[src/hw/rtl/srf_pkg.sv]
`default_nettype none
package srf_pkg;

   localparam int REGISTER_COUNT = 128;
   localparam int IDX_W          = $clog2(REGISTER_COUNT);
   localparam int ADDR_W         = 7;
   localparam int CSR_ADDR_W     = 3;
   localparam int CSR_DATA_W     = 32;

   localparam logic [7:0] CRC_POLY  = 8'h07;
   localparam logic [7:0] READ_FLAG = 8'h80;
   localparam logic [7:0] ADDR_MASK = 8'h7F;
   localparam logic [7:0] REG_LIMIT = 8'(REGISTER_COUNT);

   localparam logic [1:0] FUNC_WRITE        = 2'd0;
   localparam logic [1:0] FUNC_MASKED_WRITE = 2'd1;
   localparam int         FUNC_READ_BIT     = 1;

   localparam logic [1:0] FRAME_LEN_CRC   = 2'd3;
   localparam logic [1:0] FRAME_LEN_PLAIN = 2'd2;

   localparam logic [CSR_ADDR_W-3:0] CSR_IDX_CRC_ENABLE = '0;

   typedef struct packed {
      logic             rd_en;
      logic [IDX_W-1:0] rd_addr;
      logic             wr_en;
      logic [IDX_W-1:0] wr_addr;
      logic [7:0]       wr_data;
   } srf_shadow_req_type;

   // crc-8, msb first, one byte
   function automatic logic [7:0] crc8_byte(input logic [7:0] crc_i, input logic [7:0] data_i);
      logic [7:0] c;
      logic       top;
      c = crc_i;
      for (int b = 0; b < 8; b++) begin
         top = c[7] ^ data_i[7-b];
         c   = {c[6:0], 1'b0};
         if (top) begin
            c = c ^ CRC_POLY;
         end
      end
      return c;
   endfunction

endpackage
`default_nettype wire

[src/hw/rtl/srf_ram.sv]
`default_nettype none
module srf_ram #(
   parameter int WIDTH = 8,
   parameter int DEPTH = 128
) (
   input  wire logic                     clock,
   input  wire logic                     wr_en,
   input  wire logic [$clog2(DEPTH)-1:0] wr_addr,
   input  wire logic [WIDTH-1:0]         wr_data,
   input  wire logic                     rd_en,
   input  wire logic [$clog2(DEPTH)-1:0] rd_addr,
   output logic      [WIDTH-1:0]         rd_data
);

   logic [WIDTH-1:0] mem_ff [DEPTH];
   logic [WIDTH-1:0] rd_data_ff;

   always_ff @(posedge clock) begin
      if (wr_en) begin
         mem_ff[wr_addr] <= wr_data;
      end
      if (rd_en) begin
         rd_data_ff <= mem_ff[rd_addr];
      end
   end

   assign rd_data = rd_data_ff;

endmodule
`default_nettype wire

[src/hw/rtl/srf_shadow.sv]
`default_nettype none
module srf_shadow import srf_pkg::*; (
   input  wire logic               clock,
   input  wire logic               reset,
   input  wire srf_shadow_req_type req,
   output logic [7:0]              rd_data
);

   logic [REGISTER_COUNT-1:0] valid_ff;
   logic [REGISTER_COUNT-1:0] valid_in;
   logic                      rd_valid_ff;
   logic                      rd_valid_in;
   logic [7:0]                ram_q;

   srf_ram #(
      .WIDTH(8),
      .DEPTH(REGISTER_COUNT)
   ) u_ram (
      .clock  (clock),
      .wr_en  (req.wr_en),
      .wr_addr(req.wr_addr),
      .wr_data(req.wr_data),
      .rd_en  (req.rd_en),
      .rd_addr(req.rd_addr),
      .rd_data(ram_q)
   );

   always_comb begin
      valid_in = valid_ff;
      if (req.wr_en) begin
         valid_in[req.wr_addr] = 1'b1;
      end
      rd_valid_in = req.rd_en ? valid_ff[req.rd_addr] : rd_valid_ff;
   end

   always_ff @(posedge clock) begin
      if (reset) begin
         valid_ff    <= '0;
         rd_valid_ff <= 1'b0;
      end else begin
         valid_ff    <= valid_in;
         rd_valid_ff <= rd_valid_in;
      end
   end

   // entries never written since reset read as zero
   assign rd_data = rd_valid_ff ? ram_q : 8'h00;

endmodule
`default_nettype wire

[src/hw/rtl/srf_csr.sv]
`default_nettype none
module srf_csr import srf_pkg::*; (
   input  wire logic                  clock,
   input  wire logic                  reset,
   input  wire logic                  csr_psel,
   input  wire logic                  csr_penable,
   input  wire logic                  csr_pwrite,
   input  wire logic [CSR_ADDR_W-1:0] csr_paddr,
   input  wire logic [CSR_DATA_W-1:0] csr_pwdata,
   output logic      [CSR_DATA_W-1:0] csr_prdata,
   output logic                       csr_pready,
   output logic                       crc_en
);

   logic crc_en_ff;
   logic crc_en_in;
   logic sel_crc;

   assign csr_pready = 1'b1;
   assign sel_crc    = (csr_paddr[CSR_ADDR_W-1:2] == CSR_IDX_CRC_ENABLE);

   always_comb begin
      crc_en_in = crc_en_ff;
      if (csr_psel && csr_penable && csr_pwrite && csr_pready && sel_crc) begin
         crc_en_in = csr_pwdata[0];
      end
   end

   always_ff @(posedge clock) begin
      if (reset) begin
         crc_en_ff <= 1'b1;
      end else begin
         crc_en_ff <= crc_en_in;
      end
   end

   assign csr_prdata = sel_crc ? {{(CSR_DATA_W-1){1'b0}}, crc_en_ff} : '0;
   assign crc_en     = crc_en_ff;

endmodule
`default_nettype wire

[src/hw/rtl/spi_register_framer_crc8_cache_top.sv]
`default_nettype none
// the request beat registers the operands and starts the shadow memory read; the result
// is registered and written back once the output register is free, and only then is
// a new request taken, while the previous result may still wait in the output register
// reset: synchronous, clears control state, crc_enable to 1, shadow copy reads as all zero
// right after reset (per-entry valid bits, no clearing pass)
module spi_register_framer_crc8_cache_top import srf_pkg::*; (
   input  wire logic                  clock,
   input  wire logic                  reset,
   input  wire logic                  req_valid,
   output logic                       req_ready,
   input  wire logic [1:0]            req_func,
   input  wire logic [ADDR_W-1:0]     req_reg_address,
   input  wire logic [7:0]            req_bit_mask,
   input  wire logic [7:0]            req_write_value,
   input  wire logic [7:0]            req_received_data,
   input  wire logic [7:0]            req_received_crc,
   output logic                       rsp_valid,
   input  wire logic                  rsp_ready,
   output logic [7:0]                 rsp_command_byte,
   output logic [7:0]                 rsp_payload_byte,
   output logic [7:0]                 rsp_check_byte,
   output logic [1:0]                 rsp_frame_length,
   output logic [7:0]                 rsp_read_value,
   output logic                       rsp_crc_error,
   input  wire logic                  csr_psel,
   input  wire logic                  csr_penable,
   input  wire logic                  csr_pwrite,
   input  wire logic [CSR_ADDR_W-1:0] csr_paddr,
   input  wire logic [CSR_DATA_W-1:0] csr_pwdata,
   output logic      [CSR_DATA_W-1:0] csr_prdata,
   output logic                       csr_pready
);

   logic               crc_en;
   srf_shadow_req_type shadow_req;
   logic [7:0]         shadow_q;

   logic               busy_ff, busy_in;
   logic               rsp_valid_ff, rsp_valid_in;
   logic               is_read_ff;
   logic               is_masked_ff;
   logic [ADDR_W-1:0]  addr_ff;
   logic [7:0]         mask_ff;
   logic [7:0]         wval_ff;
   logic [7:0]         rdata_ff;
   logic [7:0]         rcrc_ff;
   logic [7:0]         crc_cmd_ff;
   logic [7:0]         cmd_in;

   logic [7:0]         cmd_byte_ff, payload_ff, check_ff, read_value_ff;
   logic [1:0]         frame_len_ff;
   logic               crc_error_ff;

   logic               req_beat;
   logic               finish;
   logic               in_range;
   logic [7:0]         cur;
   logic [7:0]         payload;
   logic [7:0]         crc_data;
   logic [7:0]         crc_full;

   srf_csr u_csr (
      .clock      (clock),
      .reset      (reset),
      .csr_psel   (csr_psel),
      .csr_penable(csr_penable),
      .csr_pwrite (csr_pwrite),
      .csr_paddr  (csr_paddr),
      .csr_pwdata (csr_pwdata),
      .csr_prdata (csr_prdata),
      .csr_pready (csr_pready),
      .crc_en     (crc_en)
   );

   srf_shadow u_shadow (
      .clock  (clock),
      .reset  (reset),
      .req    (shadow_req),
      .rd_data(shadow_q)
   );

   assign req_ready = !busy_ff;
   assign req_beat  = req_valid && req_ready;
   // the busy phase completes once the output register is free
   assign finish    = busy_ff && (!rsp_valid_ff || rsp_ready);

   assign cmd_in = req_func[FUNC_READ_BIT]
                   ? (READ_FLAG | {1'b0, req_reg_address})
                   : {1'b0, req_reg_address};

   always_comb begin
      in_range = ({1'b0, addr_ff} < REG_LIMIT);
      cur      = in_range ? shadow_q : 8'h00;
      if (is_read_ff) begin
         payload = 8'h00;
      end else if (is_masked_ff) begin
         payload = (cur & ~mask_ff) | wval_ff;
      end else begin
         payload = wval_ff;
      end
      crc_data = is_read_ff ? rdata_ff : payload;
      crc_full = crc8_byte(crc_cmd_ff, crc_data);

      shadow_req.rd_en   = req_beat;
      shadow_req.rd_addr = req_reg_address[IDX_W-1:0];
      shadow_req.wr_en   = finish && !is_read_ff && in_range;
      shadow_req.wr_addr = addr_ff[IDX_W-1:0];
      shadow_req.wr_data = payload;

      busy_in = busy_ff;
      if (req_beat) begin
         busy_in = 1'b1;
      end else if (finish) begin
         busy_in = 1'b0;
      end
      rsp_valid_in = rsp_valid_ff;
      if (finish) begin
         rsp_valid_in = 1'b1;
      end else if (rsp_ready) begin
         rsp_valid_in = 1'b0;
      end
   end

   always_ff @(posedge clock) begin
      if (reset) begin
         busy_ff      <= 1'b0;
         rsp_valid_ff <= 1'b0;
      end else begin
         busy_ff      <= busy_in;
         rsp_valid_ff <= rsp_valid_in;
      end
   end

   always_ff @(posedge clock) begin
      if (req_beat) begin
         is_read_ff   <= req_func[FUNC_READ_BIT];
         is_masked_ff <= (req_func == FUNC_MASKED_WRITE);
         addr_ff      <= req_reg_address;
         mask_ff      <= req_bit_mask;
         wval_ff      <= req_write_value;
         rdata_ff     <= req_received_data;
         rcrc_ff      <= req_received_crc;
         crc_cmd_ff   <= crc8_byte(8'h00, cmd_in);
      end
      if (finish) begin
         cmd_byte_ff   <= is_read_ff ? (READ_FLAG | {1'b0, addr_ff}) : ({1'b0, addr_ff} & ADDR_MASK);
         payload_ff    <= payload;
         check_ff      <= (crc_en && !is_read_ff) ? crc_full : 8'h00;
         frame_len_ff  <= crc_en ? FRAME_LEN_CRC : FRAME_LEN_PLAIN;
         read_value_ff <= is_read_ff ? (rdata_ff & mask_ff) : 8'h00;
         crc_error_ff  <= crc_en && is_read_ff && (crc_full != rcrc_ff);
      end
   end

   assign rsp_valid        = rsp_valid_ff;
   assign rsp_command_byte = cmd_byte_ff;
   assign rsp_payload_byte = payload_ff;
   assign rsp_check_byte   = check_ff;
   assign rsp_frame_length = frame_len_ff;
   assign rsp_read_value   = read_value_ff;
   assign rsp_crc_error    = crc_error_ff;

endmodule
`default_nettype wire
[config.mk]
export PLATFORM = sky130hd
export DESIGN_NAME = spi_register_framer_crc8_cache_top
export DESIGN_NICKNAME = d
export VERILOG_FILES = /design/src/hw/rtl/srf_pkg.sv /design/src/hw/rtl/srf_ram.sv /design/src/hw/rtl/srf_shadow.sv /design/src/hw/rtl/srf_csr.sv /design/src/hw/rtl/spi_register_framer_crc8_cache_top.sv
export SDC_FILE = /design/constraint.sdc
export NUM_CORES = 1
export LEC_CHECK = 0
export BUFFER_PORTS_ARGS = -buffer_cell sky130_fd_sc_hd__buf_4
export CORE_MARGIN = 5
export CORE_UTILIZATION = 60
export CTS_CLUSTER_DIAMETER = 80
export DETAILED_ROUTE_END_ITERATION = 12
export GPL_TIMING_DRIVEN = 0
export PLACE_DENSITY_LB_ADDON = 0.05
export SYNTH_ARGS = -nofsm -noshare
export SYNTH_HDL_FRONTEND = slang
export SYNTH_HIERARCHICAL = 1
export SYNTH_SLANG_ARGS = --single-unit
[constraint.sdc]
create_clock -name clock -period 8.8 [get_ports clock]
set_clock_uncertainty 0.05 [all_clocks]
set_input_delay 0.88 -clock clock [delete_from_list [all_inputs] [get_ports clock]]
set_output_delay 0.88 -clock clock [all_outputs]
set_load 0.05 [all_outputs]
# Word-level counts from Yosys, hierarchy flattened
# Memories as Yosys holds them, arrays and structs flattened. A register that Yosys moved wholly into a read port is not among the register bits.
# Index checks and enable logic that the tools add are counted.
[totals]
reg_bits = 216
latchBits = 0
mem_bits_rw = 1024
mem_bits_ro = 0
inputBits = 83
output_inout_bits = 70
word_cells = 119
memories = 1
[classes]
addsub = 0
n_mul = 0
n_div = 0
n_lt_le_gt_ge = 3
eq_ne = 2
shift = 0
mux = 41
n_bitwise = 36
n_reduce_logical = 16
[memory_table]
columns = ["memory", "words", "width", "rd", "rd_clocked_by_memory_dff", "write_ports", "line", "text"]
rows = [
  ["u_shadow.u_ram.mem_ff", 128, 8, 1, 1, 1, "srf_ram.sv:15", "logic [WIDTH-1:0] mem_ff [DEPTH];"],
]
[op_table]
columns = ["op", "n"]
rows = [
  ["$or 128x128->128", 1],
  ["$mux 8", 13],
  ["$mux 3", 16],
  ["$not 3->3", 15],
  ["$and 8x8->8", 2],
  ["$lt 7x8->1 const B", 2],
  ["$xor 1x1->1", 15],
  ["$logic_and 1x1->1", 10],
  ["$mux 1", 10],
  ["$ne 8x8->1", 1],
  ["$not 8->8", 1],
  ["$or 8x8->8", 1],
  ["$bmux 1 s7", 1],
  ["$demux 1 s7", 1],
  ["$ge 7x1->1 const B", 1],
  ["$reduce_bool 2->1", 2],
  ["$logic_not 1->1", 3],
  ["$eq 2x1->1 const B", 1],
  ["$logic_or 1x1->1", 1],
  ["$not 1->1", 1],
]

# Logic depth before layout (Yosys ltp)
[logic_depth]
depth_word = 24
ltp_mapped = 9

# Modules after synthesis
# The synthesis kept the hierarchy.
[modules_own_cells]
columns = ["mod", "n_inst", "cells_per_inst", "area_per_inst_um2"]
rows = [
  ["srf_ram", 1, 1635, 39745.6],
  ["srf_shadow", 1, 561, 5276.3],
  ["spi_register_framer_crc8_cache_top", 1, 227, 3686.0],
  ["srf_csr", 1, 40, 315.3],
]

# Worst setup path after synthesis
# No wires, ideal clock.
[synth_timing]
path_kind = "reg2reg"
from = "register is_read_ff"
to = "register payload_ff[6] (netlist: rsp_payload_byte[6]) (data pin)"
arrival_time_ps = 4479
t_required_ps = 7855
path_slack_ps = 3375
path_stages_with_launch = 5
n_path_buf = 3
synth_period_minus_slack_ps = 5425
path_cell_list = "edfxtp_1 buf_6 clkbuf_1 clkbuf_1 a21oi_1"
[synth_between]
elab_chain_len = 1
[synth_lines]
columns = ["item", "line", "text"]
rows = [
  ["start, declared", "spi_register_framer_crc8_cache_top.sv:41", "logic is_read_ff;"],
  ["start signal, assigned", "spi_register_framer_crc8_cache_top.sv:137", "is_read_ff <= req_func[FUNC_READ_BIT];"],
  ["$mux 8", "spi_register_framer_crc8_cache_top.sv:95", "if (is_read_ff) begin"],
  ["net payload[6]", "spi_register_framer_crc8_cache_top.sv:59", "logic [7:0] payload;"],
  ["end signal, assigned", "spi_register_framer_crc8_cache_top.sv:148", "payload_ff <= payload;"],
  ["end, declared", "spi_register_framer_crc8_cache_top.sv:51", "logic [7:0] cmd_byte_ff, payload_ff, check_ff, read_value_ff;"],
]
# The timed path passes the listed nets, and every way through them passes these cells.
# A chain may end at the register's enable or synchronous reset.

==> run_results.csv <==
group,metric,value,unit
placed_design,routabilityCongestion,0.840,
die,die_h,296,µm
timing,setup_viol,0,
timing,hold_viol,0,
layout,most-common-layout-cells,"edfxtp_1 (1,115), mux4_2 (347), nor2_1 (282)",
synth,ys.flop_type,"edfxtp_1",
pwr,p_sw_frac,0.219,
placed_design,hpwl,81200,µm
pwr,powerDensity,223,mW/mm²
die,num_rows,104,
synth,ys_types,55,
layout,nets,2813,
clock_tree,clk-insertion-delay-late,0.69,ns
synth,yosysWarnings,6,
synth,yosysSeqAreaShare,0.737,
timing,rsz0062_at_grt,"no",
global_routing,antenna_found_initial,4,
die,start_util,0.607,
clock_tree,numCtsBuffers,120,
die,fp.coreArea,0.0808,mm²
setup_path,end_kind,"flop",
clock_tree,cts_buffer_depth,3,
min_path,hp-start,"req_received_crc[7]",
min_path,hold_path_class,"in -> reg",
clock_tree,cts_resized,0,
drt,drc,0,
run_status,outcome,"complete, but fails checks",
timing,fmax,194,MHz
layout,stdcell_area,0.0556,mm²
pwr,pwr-share-seq,0.529,
global_routing,grt_max_degree,49,
global_routing,grt_pass1_vias,25582,
pwr,combPwrFrac,0.072,
drt,postRouteAntennaNets,0,
timing,period_minus_slack,5.14,ns
synth,synth_top_cell_by_area,"edfxtp_1",
clock_tree,ctsRootBufferMaster,"clkbuf_16",
placed_design,dp_slack,3.17,ns
setup_path,worstSetupPathType,"reg -> reg",
die,fp.dieArea,0.0875,mm²
run_status,violations,"max-capacitance violations, max-slew violations",
pwr,p_sw,0.00270,W
drt,wl_per_cell,31.0,µm
pwr,total_leakage_power,18.2,nW
drt,vias_per_cell,6.53,
clock_tree,htree_levels,3,
pwr,clockPowerShare,0.399,
drt,first_pass_iters,6,
timing,worst_slack,3.66,ns
layout,layout-drive-gt1-share,0.263,
global_routing,grt.overflow.total,0,
setup_path,cp.arrival,5.40,ns
synth,synth.cell_area,0.0490,mm²
timing,slew_violations,11,
synth,synth.top_cell.area_share,0.683,
die,die_w,296,µm
drt,drt_iter0_drc,2803,
synth,synth-async-reset-ratio,0,
drt,finalWirelength,121000,µm
clock_tree,cts_sinks,1247,
synth,synth_edf_count,1115,
drt,vias,25402,
timing,tightest_slew,1.67,ns
die,ios,153,
placed_design,placed_cell_area,0.0517,mm²
setup_path,cp.required,9.06,ns
placed_design,port_buffers,86,
setup_path,timing.rr.start,"busy_ff$_SDFFE_PP0P_",
run,maxCapViolCount,1,
setup_path,crit_start,"busy_ff$_SDFFE_PP0P_",
layout,area_growth_syn_to_layout,13.3,%
synth,synth_area_leaders,"edfxtp_1 (68%), mux4_2 (16%), dfxtp_1 (5.4%), nor2_1 (2.2%), a21oi_1 (1.3%)",
synth,netlist_instances,2463,
clock_tree,cts_tree,"done",
global_routing,grt_util_all_layers,0.278,
synth,syn_area_per_cell,19.9,µm²
setup_path,start_kind,"flop",
timing,slew_headroom,-0.114,
pwr,peakVddDrop,0.204,mV
timing,period_share,0.585,
layout,layout_commonest_cell,"edfxtp_1",
layout,fin_util,0.687,
clock_tree,hold_buffers,0,
clock_tree,clk_pin_slew,0.06,ns
global_routing,grt_pass1_wl,175000,µm
clock_tree,post-cts-setup-buffer-count,0,
synth,ys_ff_latch,1247,
pwr,intPower,0.00966,W
setup_path,path_max_fanout,36,
[routing by layer]
metal  share of wire  track usage  vias up
li1                -            -    10449
met1            0.38        0.392    13359
met2            0.49        0.453     1359
met5         0.00017            0        -
met3           0.098       0.0576      231
met4           0.031       0.0839        4
[synth_stat cells, types with 14 or more instances]
cell type     n
edfxtp_1   1115
xnor2_1      26
nand2b_1     17
mux2_2       14
buf_2        18
mux2i_1      27
buf_4        49
nand2_1      30
nor3_1       19
nand3_1      19
nor2b_1      18
mux4_2      347
buf_1        22
dfxtp_1     132
nor2_1      289
a21oi_1     130
mux4_1       16
clkbuf_1     68
[path summary, 6_finish.rpt]
path / end / slack [ns] / cells after the start
worst max-delay path: u_shadow/u_ram/mem_ff[46][2]$_DFFE_PP_ / 3.66 / 7
worst min-delay path: rcrc_ff[7]$_DFFE_PP_ / 0.32 / 1
worst max register to register: u_shadow/u_ram/mem_ff[46][2]$_DFFE_PP_ / 3.66 / 7
worst min register to register: u_shadow/valid_ff[8]$_SDFFE_PP0P_ / 0.42 / 2
[worst max-delay path, cell delays in order, from the launching register on]
cell and delay [ns]:
dfxtp_1 0.40, and2_2 0.74, nor2b_1 0.74, clkbuf_1 0.36, nor2b_1 0.31, nand3_1 0.48
clkbuf_1 0.74, nor2_1 0.90
[sequential cells by signal, summed over array words and instances (netlist names)]
| register | flops |
|---|---|
| is_masked_ff | 1 |
| is_read_ff | 1 |
| u_csr/crc_en | 1 |
| wval_ff | 8 |
| u_shadow/u_ram/rd_data | 8 |
| crc_cmd_ff | 8 |
| rsp_payload_byte | 8 |
| rdata_ff | 8 |
| rsp_check_byte | 8 |
| u_shadow/valid_ff | 128 |
| addr_ff | 7 |
| rsp_read_value | 8 |
| rsp_command_byte | 8 |
| rsp_crc_error | 1 |
| rcrc_ff | 8 |
| u_shadow/rd_valid_ff | 1 |
| u_shadow/u_ram/mem_ff | 1024 |
| rsp_frame_length | 1 |
| mask_ff | 8 |
| busy_ff | 1 |
| rsp_valid | 1 |
[cells by family (layout without fill, tap and decap cells)]
family,Yosys count,count (layout),share of synthesized area
flops,1247,1247,0.737
simple gates,426,426,0.0378
mux,404,404,0.177
buf+inv,175,513,0.0185
compound gates,167,167,0.0192
xor+xnor,41,41,0.0107
other cells,3,34,0.000230
[power by group through the flow]
stage | Sequential, W | Clock (W) | Combinational [W]
final | 0.00654 | 0.00493 | 0.000894
after global routing | 0.00654 | 0.00527 | 0.000937
after CTS | 0.00654 | 0.00502 | 0.000895
after detailed placement | 0.00666 | 0 | 0.000892
after global placement | 0.00670 | 0 | 0.000833
after floorplan | 0.00671 | 0 | 0.000519
[stage by stage]
step	std cells	hold slack [ns]	power [W]	TNS, ns
floorplan	2493	0.378	0.00723	0
global placement	3639	0.389	0.00753	-405.29
detailed placement	3665	0.400	0.00755	0
CTS	3888	0.273	0.0125	0
global route	3891	0.286	0.0127	0
finish	3892	0.317	0.0124	0
[final cells by class]
type | instances | area (µm²)
sequential | 1247 | 36100
clock buffer | 162 | 3280
fill | 5021 | 25300
inverter | 12 | 45.0
tap | 1060 | 1330
buffer | 163 | 866
multi-input combinational | 1071 | 12200
clock inverter | 61 | 507
antenna | 1 | 2.50
timing repair buffer | 115 | 1200
Note: power is estimated with default switching activity, not from simulation.
